===== src/hw/rtl/nfpe_pkg.sv =====
// Shared types and constants for the NOR flash program/erase controller.
// Holds command and error codes, stream widths and controller/datapath structs.
// No dependencies.
package nfpe_pkg;

  localparam int unsigned FlashBytesDef = 65536;

  localparam int unsigned SDataW = 88;
  localparam int unsigned SUserW = 3;
  localparam int unsigned MDataW = 8;

  localparam logic [2:0] KindUnlock = 3'd0;
  localparam logic [2:0] KindLock   = 3'd1;
  localparam logic [2:0] KindProg   = 3'd2;
  localparam logic [2:0] KindErase  = 3'd3;
  localparam logic [2:0] KindQuery  = 3'd4;

  localparam logic [1:0] ErrNone = 2'd0;
  localparam logic [1:0] ErrWrp  = 2'd1;
  localparam logic [1:0] ErrProg = 2'd2;
  localparam logic [1:0] ErrPga  = 2'd3;

  localparam logic [63:0] EraseWord = {8{8'hFF}};

  typedef struct packed {
    logic load;
    logic exec;
    logic sweep_en;
    logic sweep_ones;
  } dp_cmd_t;

  typedef struct packed {
    logic erase_go;
    logic sweep_last;
  } dp_stat_t;

endpackage


===== src/hw/rtl/nfpe_ctrl.sv =====
// Controller state machine of the NOR flash program/erase controller.
// Drives the stream handshakes and issues dp_cmd_t to nfpe_dp; uses nfpe_pkg.
module nfpe_ctrl import nfpe_pkg::*; (
  input  logic     clk_i,
  input  logic     rst_ni,
  input  logic     s_valid_i,
  output logic     s_ready_o,
  output logic     m_valid_o,
  input  logic     m_ready_i,
  input  dp_stat_t stat_i,
  output dp_cmd_t  cmd_o
);

  typedef enum logic [1:0] {
    StClear,
    StIdle,
    StExec,
    StErase
  } state_e;

  state_e state_q;
  logic   out_valid_q;
  logic   exec_ok;

  assign exec_ok = (state_q == StExec) && (!out_valid_q || m_ready_i);

  assign s_ready_o        = (state_q == StIdle);
  assign m_valid_o        = out_valid_q;
  assign cmd_o.load       = (state_q == StIdle) && s_valid_i;
  assign cmd_o.exec       = exec_ok;
  assign cmd_o.sweep_en   = (state_q == StClear) || (state_q == StErase);
  assign cmd_o.sweep_ones = (state_q == StErase);

  always_ff @(posedge clk_i or negedge rst_ni) begin
    if (!rst_ni) begin
      state_q     <= StClear;
      out_valid_q <= 1'b0;
    end else begin
      if (exec_ok) begin
        out_valid_q <= 1'b1;
      end else if (m_ready_i) begin
        out_valid_q <= 1'b0;
      end
      unique case (state_q)
        StClear: begin
          if (stat_i.sweep_last) state_q <= StIdle;
        end
        StIdle: begin
          if (s_valid_i) state_q <= StExec;
        end
        StExec: begin
          if (exec_ok) state_q <= stat_i.erase_go ? StErase : StIdle;
        end
        StErase: begin
          if (stat_i.sweep_last) state_q <= StIdle;
        end
        default: state_q <= StIdle;
      endcase
    end
  end

endmodule


===== config.mk =====
export PLATFORM = sky130hd
export DESIGN_NAME = nfpe_ctrl
export DESIGN_NICKNAME = d
export VERILOG_FILES = /design/src/hw/rtl/nfpe_pkg.sv /design/src/hw/rtl/nfpe_ctrl.sv
export SDC_FILE = /design/constraint.sdc
export NUM_CORES = 1
export LEC_CHECK = 0
export ABC_AREA = 1
export BUFFER_PORTS_ARGS = -buffer_cell sky130_fd_sc_hd__buf_2
export CAP_MARGIN = 5
export CORE_AREA = 2 2 39 41
export DETAILED_ROUTE_END_ITERATION = 16
export DIE_AREA = 0 0 41 43
export GPL_TIMING_DRIVEN = 0
export PLACE_DENSITY = 0.45
export SYNTH_ARGS = -nofsm -noshare
export SYNTH_HDL_FRONTEND = slang
export SYNTH_SLANG_ARGS = --single-unit
export TNS_END_PERCENT = 50

===== constraint.sdc =====
create_clock -name clk_i -period 1.5 [get_ports clk_i]
set_clock_uncertainty 0.2 [all_clocks]
set_input_delay 0.3 -clock clk_i [delete_from_list [all_inputs] [get_ports clk_i]]
set_output_delay 0.3 -clock clk_i [all_outputs]
set_load 0.005 [all_outputs]

; After elaboration in Yosys (flattened, before gate mapping)
; Index checks and enable logic that the tools add are counted.
[totals]
out_inout_bits = 6
input_bits = 6
reg_bits = 3
[classes]
mux = 7
n_reduce_logical = 9
eq_ne = 6
[ops]
columns = operator, n
row1 = two-way mux 2 bit, 4
row2 = one-hot mux 2 bit (3 select lines), 1
row3 = equality test 2 bit (second input constant), 2
row4 = != test 2 bit (second input constant), 2
row5 = AND reduction 3 bit, 1
row6 = equality test 2 x 1 -> 1 bit (second input constant), 1
row7 = logical AND 1 bit, 2
row8 = logical NOT 2 bit, 1
row9 = logical OR 1 bit, 2
row10 = two-way mux 1 bit, 2
row11 = != test 2 x 1 -> 1 bit (second input constant), 1
row12 = nonzero test 2 bit, 1
row13 = OR reduction 2 bit, 1
row14 = logical NOT 1 bit, 1

; Longest topological paths before layout
; Gate-level depths: netlist of run 1.
[logic_depth]
ltp_word = 5
depth_mapped = 7
mapped_depth_nobuf = 7

; Worst setup path before layout of run 1
; OpenSTA, ideal clock, no wires.
[synth_path]
path_type = reg-to-output
from = reg state_q[0]
to = out cmd_o[2] (netlist name)
n_path_buf = 1
t_arrival_ns = 0.934
setup_slack_ns = 0.066
path_stages_with_launch = 6
path_cell_list = dfrtp_1 -> inv_1 -> ha_1 -> inv_1 -> a21oi_1 -> buf_4
[synth_via]
elab_chain_len = 2
[synth_lines]
columns = element, line
row1 = from (decl), nfpe_ctrl.sv:21  ; state_e state_q;
row2 = from (signal assigned), nfpe_ctrl.sv:36  ; state_q <= StClear;
row3 = from (signal assigned), nfpe_ctrl.sv:46  ; if (stat_i.sweep_last) state_q <= StIdle;
row4 = from (signal assigned), nfpe_ctrl.sv:49  ; if (s_valid_i) state_q <= StExec;
row5 = equality test 2 bit, nfpe_ctrl.sv:25  ; assign exec_ok = (state_q == StExec) && (!out_valid_q || m_ready_i);
row6 = logical AND 1 bit, nfpe_ctrl.sv:25
row7 = to (decl), nfpe_ctrl.sv:11  ; output dp_cmd_t cmd_o
; No other way between the ends.

==> results of run 1 <==
[cell families (layout without fill, tap and decap cells)]
| family | count (synthesis) | after routing | share of synthesized area [%] |
|---|---|---|---|
| buf+inv | 10 | 31 | 16.4 |
| flops | 3 | 3 | 29.8 |
| compound gates | 2 | 2 | 3.98 |
| fa+ha+maj | 4 | 4 | 19.9 |
| simple gates | 15 | 15 | 29.9 |
[cells in the final DEF (no fill, tap or decap), drive strengths merged]
cell / Yosys / final
nand3: 3 / 3
inv: 9 / 9
o21ai: 1 / 1
nand2: 11 / 11
dlygate4sd3: 0 / 1
clkbuf: 0 / 4
ha: 4 / 4
nand4: 1 / 1
a21oi: 1 / 1
buf: 1 / 17
dfrtp: 3 / 3
[cells in the mapped netlist]
cell type	n
nand2_1	10
inv_1	9
ha_1	4
dfrtp_1	3
nand3_2	2
a21oi_1	1
buf_4	1
nand2_2	1
nand3_1	1
nand4_1	1
o21ai_0	1
[timing repair]
| item | in CTS | in global routing |
|---|---|---|
| hold endpoints to repair | 3 | 0 |
| resized for setup | 7 | 9 |
| gates cloned | 0 | 0 |
| pin swaps | 0 | 2 |
| setup buffers | 3 | 3 |
| hold buffers | 1 | 0 |
| endpoints found under the setup margin | 4 | 5 |
[final timing paths]
| kind | from | end | slack [ps] | cells past startpoint |
|---|---|---|---|---|
| max in group asynchronous | rst_ni | state_q[1] | 790 | 2 |
| min in group asynchronous | rst_ni | state_q[1] | 190 | 2 |
| max reg2reg | state_q[1] | state_q[1] | 80 | 7 |
| max | state_q[0] | cmd_o[3] | -110 | 5 |
| min | m_ready_i | m_valid_o | 170 | 4 |
| min reg2reg | state_q[1] | state_q[1] | 370 | 2 |
[state kept, by name, summed over array words and instances (netlist names)]
register   cells
state_q        2
m_valid_o      1
[final cells by class]
type	instances	area, um2	share of cell area [%]
repair buffers	18	124	27.1
well taps	16	20.0	4.38
clock buffers	4	26.3	5.75
flip-flops and latches	3	76.3	16.7
multi-input cells	21	176	38.6
inverters	9	33.8	7.40
[tightest hold or removal path: stages]
cell     delay (ps)
buf_2            70
inv_1            80
nand2_1          70
nand2_1          40
[per-stage QoR]
stage	setup TNS (ps)	total power (uW)	cell area, um2	utilization (%)
6_report	-340	970	457	33.0
5_1_grt	-572	1080	457	33.0
4_1_cts	-457	817	403	29.1
3_5_place_dp	-98.9	574	327	23.6
3_3_place_gp	-95.6	569	327	23.6
2_1_floorplan	0	444	251	-
[metal layers]
layer	global-route usage, %	part of all wire (%)	wire, um
met4	8.00	0	0
met5	0	0	0
met2	8.13	50	263
met1	8.65	45	237
met3	0	4.4	23
[report_power, final]
group / total (uW) / switching (uW) / internal (uW) / leakage, uW
sequential: 190 / 62.5 / 127 / 0.0000351
combinational: 641 / 277 / 365 / 0.000207
clock: 138 / 38.9 / 99.5 / 0.0000150
==> flow_metrics.env, run 1 <==
export IMPL_run_status="finished, violations left"
export IMPL_violations="setup timing"
export IMPL_grt_setup_unrepaired="true"
export IMPL_rows=14
export IMPL_routed_wl_um=524
export IMPL_synth_seq_area_share_pct=29.9
export IMPL_crit_type="flop to output pin"
export IMPL_fp_dieH_um=43
export IMPL_max_cap_violations=0
export IMPL_fin_cells=71
export IMPL_hold_violations=0
export IMPL_cp_top_family="flip-flops"
export IMPL_antenna_found_initial=0
export IMPL_yosysUniqueCellTypes=11
export IMPL_clock_path_buffers=2
export IMPL_netlist_instances=34
export IMPL_crit_buf_inv=3
export IMPL_finalMaxSlewViolations=0
export IMPL_worstMarginPinSlew_ps=200
export IMPL_final_fill_count=152
export IMPL_syn_nets=44
export IMPL_core_um2=1380
export IMPL_min_path_type="input pin to flop"
export IMPL_finalHoldWorstSlack_ps=173
export IMPL_insertion_delay_ps=230
export IMPL_cts_sinks=3
export IMPL_synth_top_area_share_pct=29.9
export IMPL_fin_crit_sh_pct=107
export IMPL_setup_viol=5
export IMPL_synth_area_um2=251
export IMPL_grt_pass1_vias=212
export IMPL_grtUsageTotal_pct=6.52
export IMPL_place_gp_congestion=0.733
export IMPL_vias=254
export IMPL_synth_top_area_cell="dfrtp_1"
export IMPL_clk_pin_slew_worst_paths_ps=40
export IMPL_dp_slack_ps=-98.9
export IMPL_grt_pass1_wl_um=752
export IMPL_peakVddDrop_mv=0.593
export IMPL_powerDensity_nw_per_um2=2120
export IMPL_boundaryPins=12
export IMPL_io_buffers=11
export IMPL_post_dp_hpwl_um=370
export IMPL_layout_nets=66
export IMPL_die_area_um2=1760
export IMPL_slowest_delay_ps=400
export IMPL_first_iter_violations=2
export IMPL_cp_required_ps=1000
export IMPL_synthTopCellsByArea="dfrtp_1 30%, ha_1 20%, nand2_1 15%, inv_1 13%, nand3_2 8.0%"
export IMPL_cts_buffers_inserted=3
export IMPL_relSlewSlack_pct=86.7
export IMPL_viasPerCell=3.58
export IMPL_drc_errors=0
export IMPL_synth_seq_cells=3
export IMPL_synth_area_per_cell_um2=7.40
export IMPL_crit_path_start_kind="flop"
export IMPL_cp_max_fo=3
export IMPL_die_w_um=41
export IMPL_grt_max_degree=5
export IMPL_grt_overflow=0
export IMPL_initial_core_util_pct=18.2
export IMPL_path_cells="buf_6, ha_4, nand2_2, inv_1, buf_2"
export IMPL_p_leak_uw=0.000257
export IMPL_worstPathArrival_ps=1110
export IMPL_setup_ws_ps=-106
export IMPL_max_freq_mhz=623
export IMPL_routedWlPerCell_um=7.38
export IMPL_dp_cells=61
export IMPL_area_growth_pct=81.6
export IMPL_drt_pass1_iterations=2
export IMPL_drive_gt1_share_pct=58.2
export IMPL_finalCriticalPeriod_ps=1610
export IMPL_htree_levels=1
export IMPL_crit_slowest_cell="dfrtp_1"
export IMPL_cts_root_buf="clkbuf_4"
export IMPL_ys_warnings_count=0
export IMPL_drtAntennaViolNets=0
export IMPL_endpoint_kind="output pin"
export IMPL_tritoncts="yes"
export IMPL_diodes=0
Note: power is estimated with default switching activity, not from simulation.
==> run 2, diff against run 1 <==
==> constraint.sdc (replaced) <==
create_clock -name clk_i -period 1.9 [get_ports clk_i]
set_clock_uncertainty 0.2 [all_clocks]
set_input_delay 0.38 -clock clk_i [delete_from_list [all_inputs] [get_ports clk_i]]
set_output_delay 0.38 -clock clk_i [all_outputs]
set_load 0.005 [all_outputs]
==> run 2 against run 1 <==
The flow now finishes without violations. Hold slack improved by 57 ps. Sequential cell count did not move. Clock power fell by 21%. Sequential share of layout area rose by 2.8 points. Count of clock-buffer cells in the layout did not move. Critical path depth rose by 1. Power fell by 38%. Register-to-register slack improved by 450 ps. Via count fell by 4.3%. Final area fell by 16%. Core utilization fell by 5.2 points. Critical path type unchanged.
==> flow_metrics.env, run 2 (synthesized netlist as in run 1, its figures left out) <==
export IMPL_run_status="completed"
export IMPL_grt_setup_unrepaired="false"
export IMPL_cts_sinks=3
export IMPL_mostFrequentLayoutCells="11 x buf_2, 10 x nand2_1, 8 x inv_1"
export IMPL_worstPathArrival_ps=1210
export IMPL_setup_viol=0
export IMPL_fin_crit_sh_pct=94.2
export IMPL_rows=14
export IMPL_antenna_found_initial=0
export IMPL_routedWlPerCell_um=6.93
export IMPL_peakVddDrop_mv=0.486
export IMPL_layout_nets=63
export IMPL_routed_wl_um=471
export IMPL_top_usage_layer="met4"
export IMPL_endpoint_kind="output pin"
export IMPL_finalMaxSlewViolations=0
export IMPL_vias=243
export IMPL_grt_pass1_wl_um=648
export IMPL_grtUsageTotal_pct=5.72
export IMPL_clk_pin_slew_worst_paths_ps=40
export IMPL_grt_overflow=0
export IMPL_cp_required_ps=1320
export IMPL_tritoncts="yes"
export IMPL_use_met2_pct=6.88
export IMPL_max_freq_mhz=559
export IMPL_powerDensity_nw_per_um2=1560
export IMPL_die_area_um2=1760
export IMPL_placed_area_um2=327
export IMPL_relSlewSlack_pct=89.4
export IMPL_place_gp_congestion=0.733
export IMPL_grt_max_degree=5
export IMPL_finalCriticalPeriod_ps=1790
export IMPL_core_um2=1380
export IMPL_drc_errors=0
export IMPL_clock_path_buffers=2
export IMPL_die_w_um=41
export IMPL_design_area_um2=384
export IMPL_dp_cells=61
export IMPL_hold_violations=0
export IMPL_setup_tns_ps=0
export IMPL_grtUsageMet1_pct=7.37
export IMPL_htree_levels=1
export IMPL_worstMarginPinSlew_ps=157
export IMPL_post_dp_hpwl_um=370
export IMPL_grt_pass1_vias=194
export IMPL_cts_root_buf="clkbuf_4"
export IMPL_drive_gt1_share_pct=44.2
export IMPL_boundaryPins=12
export IMPL_max_cap_violations=0
export IMPL_fin_cells=68
export IMPL_mostFrequentLayoutCell="buf_2"
export IMPL_min_path_type="input pin to flop"
export IMPL_fp_dieH_um=43
export IMPL_total_power_uw=598
export IMPL_first_iter_violations=2
export IMPL_crit_type="flop to output pin"
export IMPL_drt_pass1_iterations=3
export IMPL_regMostFlops="state_q"
export IMPL_p_leak_uw=0.000239
export IMPL_crit_path_start_kind="flop"
export IMPL_drtAntennaViolNets=0
export IMPL_cp_max_fo=3
export IMPL_insertion_delay_ps=230
export IMPL_io_buffers=11
export IMPL_diodes=0
export IMPL_viasPerCell=3.57
export IMPL_grt_use_met3_pct=0
export IMPL_initial_core_util_pct=18.2
export IMPL_postLayoutCoreUtil_pct=27.8
export IMPL_area_growth_pct=52.7
export IMPL_largest_register_ffs=2
export IMPL_cts_buffers_inserted=3
-- run 2: changes by cell type in the layout (fill, tap and decap cells not counted), moves of 2 or more --
cell | previous run | this run
inv_2 | 3 | 1
ha_1 | 1 | 3
inv_1 | 6 | 8
buf_6 | 3 | 0
ha_4 | 2 | 0
-- run 2: critical path, stage by stage (launching register included) --
cell and delay, ps:
dfrtp_1 390, inv_2 60, ha_2 190, inv_1 60
a21oi_2 90, buf_4 100, buf_2 90
-- run 2: report_power, final --
group          internal (uW)  switching, uW
sequential              98.6           34.8
combinational            179            176
clock                   78.5           30.5
total                    356            242
-- run 2: path summary, 6_finish.rpt --
| kind | from | to | slack [ps] | cells past startpoint |
|---|---|---|---|---|
| max | state_q[0] | cmd_o[2] | 110 | 6 |
| max reg2reg | state_q[1] | state_q[1] | 530 | 6 |
| min | m_ready_i | m_valid_o | 230 | 4 |
| max in group asynchronous | rst_ni | m_valid_o | 1120 | 2 |
| min in group asynchronous | rst_ni | state_q[1] | 270 | 2 |
| min reg2reg | state_q[1] | state_q[1] | 350 | 2 |
-- run 2: timing repair --
action                                 in CTS  in global routing
gates resized for setup                     1                  2
hold buffers                                1                  0
setup buffers                               1                  1
setup endpoints to repair                   1                  1
endpoints found under the hold margin       3                  0
-- run 2: layout make-up --
type,count,area [um2]
fill,159,1000
multi-input combinational,21,141
timing repair buffer,14,80.1
sequential,3,75.1
inverter,9,33.8
clock buffer,4,26.3
tap,16,20.0
buffer,1,7.51
-- run 2: layer usage --
| layer | part of all wire, % | routed length [um] |
|---|---|---|
| met1 | 46 | 219 |
| met2 | 49 | 229 |
| met3 | 4.7 | 22 |
| met4 | 0 | 0 |
| met5 | 0 | 0 |
-- run 2: through the flow --
stage	hold WS [ps]	worst slack, ps
6_report	231	111
5_1_grt	260	1.76
4_1_cts	213	51.3
3_5_place_dp	-22.6	221
3_3_place_gp	-21.8	224
2_1_floorplan	-116	386
==> run 3, diff against run 2 <==
--- a/config.mk
+++ b/config.mk
@@ -8,11 +8,13 @@
 export ABC_AREA = 1
 export BUFFER_PORTS_ARGS = -buffer_cell sky130_fd_sc_hd__buf_2
 export CAP_MARGIN = 5
+export CELL_PAD_IN_SITES_DETAIL_PLACEMENT = 1
+export CELL_PAD_IN_SITES_GLOBAL_PLACEMENT = 2
 export CORE_AREA = 2 2 39 41
 export DETAILED_ROUTE_END_ITERATION = 16
 export DIE_AREA = 0 0 41 43
 export GPL_TIMING_DRIVEN = 0
-export PLACE_DENSITY = 0.45
+export PLACE_DENSITY = 0.71
 export SYNTH_ARGS = -nofsm -noshare
 export SYNTH_HDL_FRONTEND = slang
 export SYNTH_SLANG_ARGS = --single-unit
==> run 3 against run 2 <==
Power grew 0.78%. Final area unchanged. Critical path depth is the same. Sequential cell count did not move. Global-route usage grew 1.9 points. Fmax shrank 0.43%. Sequential share of layout area is the same. Combinational power up 3%. Clock power is essentially flat. Sequential power barely moved. Largest power group unchanged.
==> flow_metrics.env, run 3 (synthesized netlist as in run 1, its figures left out) <==
export IMPL_viasPerCell=3.91
export IMPL_core_um2=1380
export IMPL_diodes=0
export IMPL_place_gp_congestion=0.690
export IMPL_p_seq_share_pct=21.5
export IMPL_clock_path_buffers=2
export IMPL_fin_crit_sh_pct=94.6
export IMPL_crit_path_start_kind="flop"
export IMPL_fp_dieH_um=43
export IMPL_post_dp_hpwl_um=411
export IMPL_htree_levels=1
export IMPL_worstMarginPinSlew_ps=169
export IMPL_insertion_delay_ps=230
export IMPL_finalCriticalPeriod_ps=1800
export IMPL_grtUsageTotal_pct=7.66
export IMPL_switching_share_pct=40.7
export IMPL_setup_viol=0
export IMPL_antenna_found_initial=0
export IMPL_p_int_uw=357
export IMPL_vias=266
export IMPL_regMostFlops="state_q"
export IMPL_use_met2_pct=10.3
export IMPL_initial_core_util_pct=18.2
export IMPL_max_freq_mhz=557
export IMPL_boundaryPins=12
export IMPL_max_cap_violations=0
export IMPL_cts_buffers_inserted=3
export IMPL_crit_type="flop to output pin"
export IMPL_combPwrFrac_pct=60.4
export IMPL_cts_sinks=3
export IMPL_hold_violations=0
export IMPL_layout_nets=63
export IMPL_mostFrequentLayoutCell="buf_2"
export IMPL_relSlewSlack_pct=88.8
export IMPL_drive_gt1_share_pct=42.3
export IMPL_endpoint_kind="output pin"
export IMPL_grtUsageMet1_pct=9.12
export IMPL_cts_root_buf="clkbuf_4"
export IMPL_powerDensity_nw_per_um2=1570
export IMPL_rows=14
export IMPL_clk_pin_slew_worst_paths_ps=40
export IMPL_mostFrequentLayoutCells="11 x buf_2, 10 x nand2_1, 9 x inv_1"
export IMPL_cp_max_fo=3
export IMPL_drt_pass1_iterations=4
export IMPL_cp_required_ps=1320
export IMPL_first_iter_violations=2
export IMPL_finalMaxSlewViolations=0
export IMPL_routedWlPerCell_um=7.60
export IMPL_tritoncts="yes"
export IMPL_top_usage_layer="met2"
export IMPL_setup_tns_ps=0
export IMPL_multi_input_area_um2=141
export IMPL_io_buffers=11
export IMPL_pwr_share_clk_pct=18.0
export IMPL_grt_pass1_vias=227
export IMPL_grt_max_degree=5
export IMPL_grt_overflow=0
export IMPL_final_fill_count=174
export IMPL_grt_pass1_wl_um=876
export IMPL_run_status="completed"
export IMPL_grt_use_met3_pct=6.28
export IMPL_drtAntennaViolNets=0
export IMPL_die_w_um=41
export IMPL_drc_errors=0
export IMPL_peakVddDrop_mv=0.622
export IMPL_p_leak_uw=0.000240
export IMPL_die_area_um2=1760
export IMPL_grt_setup_unrepaired="false"
export IMPL_routed_wl_um=517
export IMPL_area_growth_pct=52.7
export IMPL_total_power_uw=603
export IMPL_postLayoutCoreUtil_pct=27.8
export IMPL_netSwitchingPower_uw=245
export IMPL_worstPathArrival_ps=1220
export IMPL_min_path_type="input pin to flop"
export IMPL_seqCellArea_um2=75.1
export IMPL_largest_register_ffs=2
==> run 3: cell counts in the layout (fill, tap and decap cells not counted) <==
Identical to the previous run, type by type.
==> run 3: critical path, cell delays in order, from the launching register on <==
cell and delay (ps):
dfrtp_1 370, inv_1 60, ha_2 200, inv_1 70
a21oi_2 100, buf_4 110, buf_2 90
==> run 3: power groups by stage <==
stage | sequential (uW) | clock [uW] | combinational [uW]
finish | 130 | 109 | 364
detailed placement | 141 | 0 | 320
CTS | 130 | 116 | 359
global placement | 140 | 0 | 324
global route | 138 | 123 | 418
floorplan | 131 | 0 | 220
==> run 3: cell type report <==
class                   count  area share, %
multi-input cells          21           36.8
repair buffers             14           20.8
flip-flops and latches      3           19.5
inverters                   9           8.79
clock buffers               4           6.84
well taps                  16           5.21
plain buffers               1           1.95
==> run 3: metrics by stage <==
step | instances | hold slack (ps) | setup WS (ps) | area (um2)
global route | 68 | 264 | 5.30 | 384
finish | 68 | 230 | 103 | 384
floorplan | 34 | -116 | 386 | 251
global placement | 61 | -21.7 | 209 | 327
detailed placement | 61 | -20.3 | 212 | 327
CTS | 67 | 214 | 51.0 | 373
==> run 3: routing by layer <==
layer	share of wire, %	vias up
met3	9.5	0
met2	46	10
met5	0	-
met1	45	119
li1	-	137
met4	0	0
==> run 3: path summary, 6_finish.rpt <==
check,start,to,slack (ps),depth (start not counted)
max reg2reg,state_q[1],state_q[1],520,6
min reg2reg,state_q[1],state_q[1],350,2
max,state_q[0],cmd_o[2],100,6
min,m_ready_i,m_valid_o,230,4
max in group asynchronous,rst_ni,m_valid_o,1110,2
min in group asynchronous,rst_ni,state_q[1],280,2
==> run 3: repair_timing <==
| action | CTS | global route |
|---|---|---|
| setup buffers | 1 | 1 |
| endpoints found under the setup margin | 1 | 1 |
| hold endpoints to repair | 3 | 0 |
| resized for setup | 1 | 1 |
| hold buffers | 1 | 0 |
| gates cloned | 0 | 0 |
